**src/hw/rtl/ebs_pkg.sv**
```systemverilog
// ebs_pkg: constants, types and state codes for the beat superposition core.
// No dependencies; imported by ebs_acc and ecg_beat_superposition_core.
`timescale 1ns / 1ps
package ebs_pkg;
	localparam int NUM_LEADS   = 12;
	localparam int NUM_RHYTHMS = 4;
	localparam int MAX_SAMPLES = 1024;
	localparam int MAX_ACTIVE  = 4;
	localparam int TEMPLATES   = NUM_LEADS * NUM_RHYTHMS;
	localparam int PTRS        = TEMPLATES * MAX_ACTIVE;
	localparam int LW = 4;
	localparam int RW = 2;
	localparam int IW = 10;
	localparam int TW = $clog2(TEMPLATES);
	localparam int PW = $clog2(PTRS);
	localparam int SW = $clog2(TEMPLATES * MAX_SAMPLES);
	localparam int LENW = IW + 1;
	localparam int AW = $clog2(MAX_ACTIVE) > 0 ? $clog2(MAX_ACTIVE) : 1;
	localparam int ACCW = 24;

	localparam logic [1:0] ACT_LOAD  = 2'd0;
	localparam logic [1:0] ACT_START = 2'd1;
	localparam logic [1:0] ACT_TICK  = 2'd2;
	localparam logic [1:0] ST_OK      = 2'd0;
	localparam logic [1:0] ST_MISSING = 2'd1;
	localparam logic [1:0] ST_NOSLOT  = 2'd2;
	localparam logic [1:0] REG_LEAD_ENABLE = 2'd0;

	typedef enum logic [3:0] {
		S_IDLE, S_CHECK, S_OPEN, S_STAT, S_PTR, S_RD, S_ACC, S_EMIT, S_HOLD
	} state_t;

	// store write request from a load command
	typedef struct packed {
		logic          we;
		logic [SW-1:0] waddr;
		logic [15:0]   wdata;
	} ram_wr_t;
endpackage

```
**src/hw/rtl/ebs_acc.sv**
```systemverilog
// ebs_acc: shared saturating accumulator for one lead sum.
// Depends on ebs_pkg.
`timescale 1ns / 1ps
module ebs_acc (
	input  logic                       clk,
	input  logic                       clr,
	input  logic                       add,
	input  logic signed [15:0]         sample,
	output logic signed [ebs_pkg::ACCW-1:0] sum
);
	import ebs_pkg::*;
	// 16 terms of 16 bits per lead fit comfortably in 32 bits; clamp on output
	logic signed [31:0] acc_q;
	always_ff @(posedge clk) begin
		if (clr) acc_q <= '0;
		else if (add) acc_q <= acc_q + 32'(sample);
	end
	always_comb begin
		if (acc_q > 32'sd8388607) sum = 24'sh7FFFFF;
		else if (acc_q < -32'sd8388608) sum = 24'sh800000;
		else sum = acc_q[ACCW-1:0];
	end
endmodule

```
**config.mk**
```make
export PLATFORM = sky130hd
export DESIGN_NAME = ebs_acc
export DESIGN_NICKNAME = d
export VERILOG_FILES = /design/src/hw/rtl/ebs_pkg.sv /design/src/hw/rtl/ebs_acc.sv
export SDC_FILE = /design/constraint.sdc
export NUM_CORES = 1
export LEC_CHECK = 0
export ABC_AREA = 1
export BUFFER_PORTS_ARGS = -buffer_cell sky130_fd_sc_hd__clkbuf_2
export CORE_MARGIN = 5
export CORE_UTILIZATION = 52
export DETAILED_ROUTE_END_ITERATION = 6
export GPL_TIMING_DRIVEN = 0
export PLACE_DENSITY = 0.72
export RECOVER_POWER = 25
export SYNTH_ARGS = -nofsm -noshare
export SYNTH_HDL_FRONTEND = slang
export SYNTH_SLANG_ARGS = --single-unit
```
**constraint.sdc**
```tcl
create_clock -name clk -period 3.45 [get_ports clk]
set_input_delay 0.5175 -clock clk [delete_from_list [all_inputs] [get_ports clk]]
set_output_delay 0.5175 -clock clk [all_outputs]
set_load 0.01 [all_outputs]
```
-- After elaboration in Yosys (flattened, before gate mapping)
Index checks and enable logic that the tools add are counted.
- logic and storage cells: 6
- input bits: 19
- output and inout port bits: 24
- flip-flop bits (word level): 32
- $lt $le $gt $ge: 2
- add/sub/neg operators: 1
- multiplexer cells: 2
- operators with widths (cell ; number):
    24-bit 2-to-1 mux ; 2
    32-bit by 16-bit adder with 32-bit output ; 1
    32-bit by 24-bit > comparator with 1-bit output (second input constant) ; 1
    32-bit by 24-bit less-than comparator with 1-bit output (second input constant) ; 1

-- Longest topological paths before layout
- depth in word-level cells: 3
- depth in mapped cells: 13
- mapped depth without buffers: 13

-- Least setup slack after synthesis
OpenSTA, ideal clock, no wires.
- path kind: input -> register
- from: in sample[0]
- to: reg acc_q[20]
- data arrival time: 1.861 ns
- stages on the path: 12
- required time: 3.341 ns
- slack: 1.480 ns
- cells stage by stage: ha_1 fa_1 nand3_1 nand3_1 nand3_1 nand3_2 nand3_1 nand2_1 nand2_1 nand3_1 nand2_1 inv_1
- cells in the longest elaborated chain, start to end: 1
- ends and longest elaborated chain (element ; line ; RTL):
    from (decl) ; ebs_acc.sv:8 ; input logic signed [15:0] sample,
    32-bit by 16-bit adder with 32-bit output ; ebs_acc.sv:16 ; else if (add) acc_q <= acc_q + 32'(sample);
    to (signal assigned) ; ebs_acc.sv:16 ;
    to (decl) ; ebs_acc.sv:13 ; logic signed [31:0] acc_q;
No other way between the ends.
A chain may end at the register's enable or synchronous reset.

-- Worst setup path in the final report
- from: reg acc_q[29]
- to: out sum[9] (netlist name)
- cells in the longest elaborated chain, start to end: 3
- ends and longest elaborated chain (element ; line ; RTL):
    32-bit by 24-bit less-than comparator with 1-bit output ; ebs_acc.sv:20 ; else if (acc_q < -32'sd8388608) sum = 24'sh800000;
    24-bit 2-to-1 mux ; ebs_acc.sv:20 ;
    24-bit 2-to-1 mux (*) ; ebs_acc.sv:19 ; if (acc_q > 32'sd8388607) sum = 24'sh7FFFFF;
    to (decl) ; ebs_acc.sv:9 ; output logic signed [ebs_pkg::ACCW-1:0] sum
Every way passes the cells marked *; elsewhere a longest branch is shown, timed or not.

==> results.cfg <==
[critical_path]
cp_slowest_cell = o21ai_0
r2r-start = acc_q[0]
rr_worst_depth = 12
worstReg2RegEnd = acc_q[28]
worstPathArrival_ps = 2270
path_max_fanout = 10
worstPathCellList = inv_1, nand4_1, o21ai_0, clkbuf_1, o21ai_0, clkbuf_2
cp-start-kind = flip-flop
cp-end-kind = output port
crit_required_ps = 2930
max_stage_delay_ps = 720
startpoint = acc_q[29]
worst-setup-path-type = flip-flop to output port
rrSetupSlack_ps = 1320
crit_top_cell = o21ai_0

[routing]
drt_wl_total_um = 10600
drtIter0Drc = 318
drtPass1Iterations = 5
antenna_left = 0
vias = 4258
wl_per_cell_um = 12.4
via_per_inst = 4.95
drcViolationCount = 0

[clock_tree]
cts.sinks = 32
cts_buffers = 5
cts_resized = 0
clk_pin_slew_ps = 70
cts_buffer_depth = 2
postCtsSetupRepairBufs = 0
cts_tree = built
clockRootBuffer = clkbuf_8
clk_latency_ps = 300
ctsHoldBuffers = 0
htree_levels = 2

[yosys]
netlist.area_leader.share = 0.219
yosysWarnings = 0
netlist_top_cells_area = nand2_1, inv_1, dfxtp_1
synthCells = 712
synth_area_sq_mm = 0.00388
synth_compound_area_frac = 0.133
async_reset_ff_frac = 0
synthSimpleGateAreaFrac = 0.372
synth_nets = 763
synthMuxAreaShare = 0
yosysMostFrequentCell = nand2_1
ys_types = 31
synth-edff-count = 0
synth_top_family_by_area = simple AND/OR/NAND/NOR gates
synth_commonest_cells = nand2_1, inv_1, a21oi_1
seq_area_frac_synth = 0.165
synth_xor_area_frac = 0.0339
yosys.area.top_type = nand2_1
syn_avg_cell_area_sq_um = 5.44
synth-adder-area-share = 0.105
ys.flop_type = dfxtp_1
ys_ff_latch = 32

[final_layout]
regMostFlops = acc_q
stdcell_count = 860
drive_above_1_share = 0.0972
fillers = 791
area_growth_pct = 10.6
largest_reg_flops = 32
largestRegisters = acc_q (32)
fin_nets = 811
antennaDiodeCount = 0

[place]
dp.cells = 852
globalplace.congestion = 0.928
dp_slack_ps = 998
numPortBuffers = 41
hpwl_um = 8790

[outcome]
run_status = finished clean

[power_and_ir_drop]
vdd_drop_max_mv = 0.190
leakage_nw = 2.68
power_density_mw_per_mm2 = 382
power_mw = 1.64

[timing]
max_freq_ghz = 0.359
clock_skew_ps = 11.7
timing.hold.ws_ps = 492
slew_viol_final = 0
maxSlewHeadroom = 0.407
worstMarginPinSlew_ps = 881
fin_crit_ps = 2790
tns_ps = 0
setup_violations = 0
setup_ws_ps = 663
hold_viol = 0
rsz0062_at_grt = no
fin_crit_sh = 0.808

[global_routing]
track_usage = 0.239
grt_start_max_net_pins = 18
grt_pass1_vias = 3805
grt_pass1_wl_um = 17400
gr-total-overflow = 0
antenna_found_initial = 0

[min_path]
hp-class = flip-flop to flip-flop
min_path_cells = 2
holdCritStartpoint = acc_q[0]
hold_path_end = acc_q[0]

[die]
num_io_pins = 43
die_h_um = 96.3
row_count = 31
core-area_sq_mm = 0.00725
floorplan.initialDensity = 0.534
die_w_um = 96.3
dieArea_sq_mm = 0.00928

[run]
drv_cap = 0
-- power breakdown --
group          internal, mW  total (mW)  switching (mW)  leakage (nW)
clock                 0.215       0.377           0.162        0.0552
combinational         0.282       0.824           0.542          2.36
sequential            0.412       0.438          0.0261         0.266
-- worst max path at each step --
stage	endpoint	slack, ps	depth (start not counted)
2_1_floorplan	acc_q[20]	1480	12
3_3_place_gp	sum[12]	1040	6
3_5_place_dp	sum[11]	1000	6
4_1_cts	sum[11]	680	6
5_1_grt	sum[22]	490	6
6_report	sum[9]	660	6
-- critical path, delay by kind of cell (launching register included) --
family,cells,cell delay (ps)
AO/OA/AOI/OAI,2,880
buffers and inverters,3,650
flip-flops,1,330
AND/OR/NAND/NOR,1,120
-- through the flow --
stage	area [sq um]	util
3_3_place_gp	4210	0.580
5_1_grt	4290	0.591
3_5_place_dp	4210	0.580
6_report	4290	0.591
4_1_cts	4310	0.595
2_1_floorplan	3880	-
-- placed cells by master, fill, tap and decap left out, types with 2 or more instances in the layout --
| cell type | instances |
|---|---|
| nand2_1 | 229 |
| inv_1 | 174 |
| a21oi_1 | 51 |
| nand3_1 | 40 |
| clkbuf_2 | 40 |
| nor2_1 | 38 |
| o21ai_0 | 34 |
| dfxtp_1 | 32 |
| ha_1 | 31 |
| clkbuf_1 | 15 |
| xor2_1 | 14 |
| nand2_2 | 9 |
| o21ai_1 | 7 |
| nor2_2 | 6 |
| nand4_1 | 5 |
| clkbuf_8 | 5 |
| inv_2 | 4 |
| nand3_2 | 3 |
| o21bai_1 | 3 |
| clkinv_1 | 3 |
| nor4_1 | 2 |
| a211oi_1 | 2 |
| nor3_1 | 2 |
-- layout make-up --
class | count | area (sq um) | share of cell area
Buffer | 15 | 57.6 | 0.0134
Inverter | 181 | 679 | 0.159
Tap cell | 99 | 124 | 0.0289
Multi-Input combinational cell | 484 | 2470 | 0.577
Sequential cell | 32 | 641 | 0.149
Clock inverter | 2 | 35.0 | 0.00818
Timing Repair Buffer | 41 | 204 | 0.0476
Clock buffer | 6 | 72.6 | 0.0169
-- logic make-up (layout without fill, tap and decap cells) --
group	count (synthesis)	in the layout
and+or+nand+nor	338	338
buffers and inverters	196	245
AOI/OAI and AO/OA	99	99
adders and majority gates	32	32
DFF	32	32
xor gates and xnor gates	15	15
-- layer usage --
metal | global-route usage | vias to the layer above | share of wire | wire length [um]
li1 | - | 2243 | - | -
met3 | 0.0305 | 13 | 0.051 | 543
met1 | 0.329 | 1886 | 0.49 | 5180
met5 | 0 | - | 0 | 0
met2 | 0.393 | 116 | 0.44 | 4730
met4 | 0.0619 | 0 | 0.018 | 190
No activity file was read; power rests on OpenSTA's default activity.
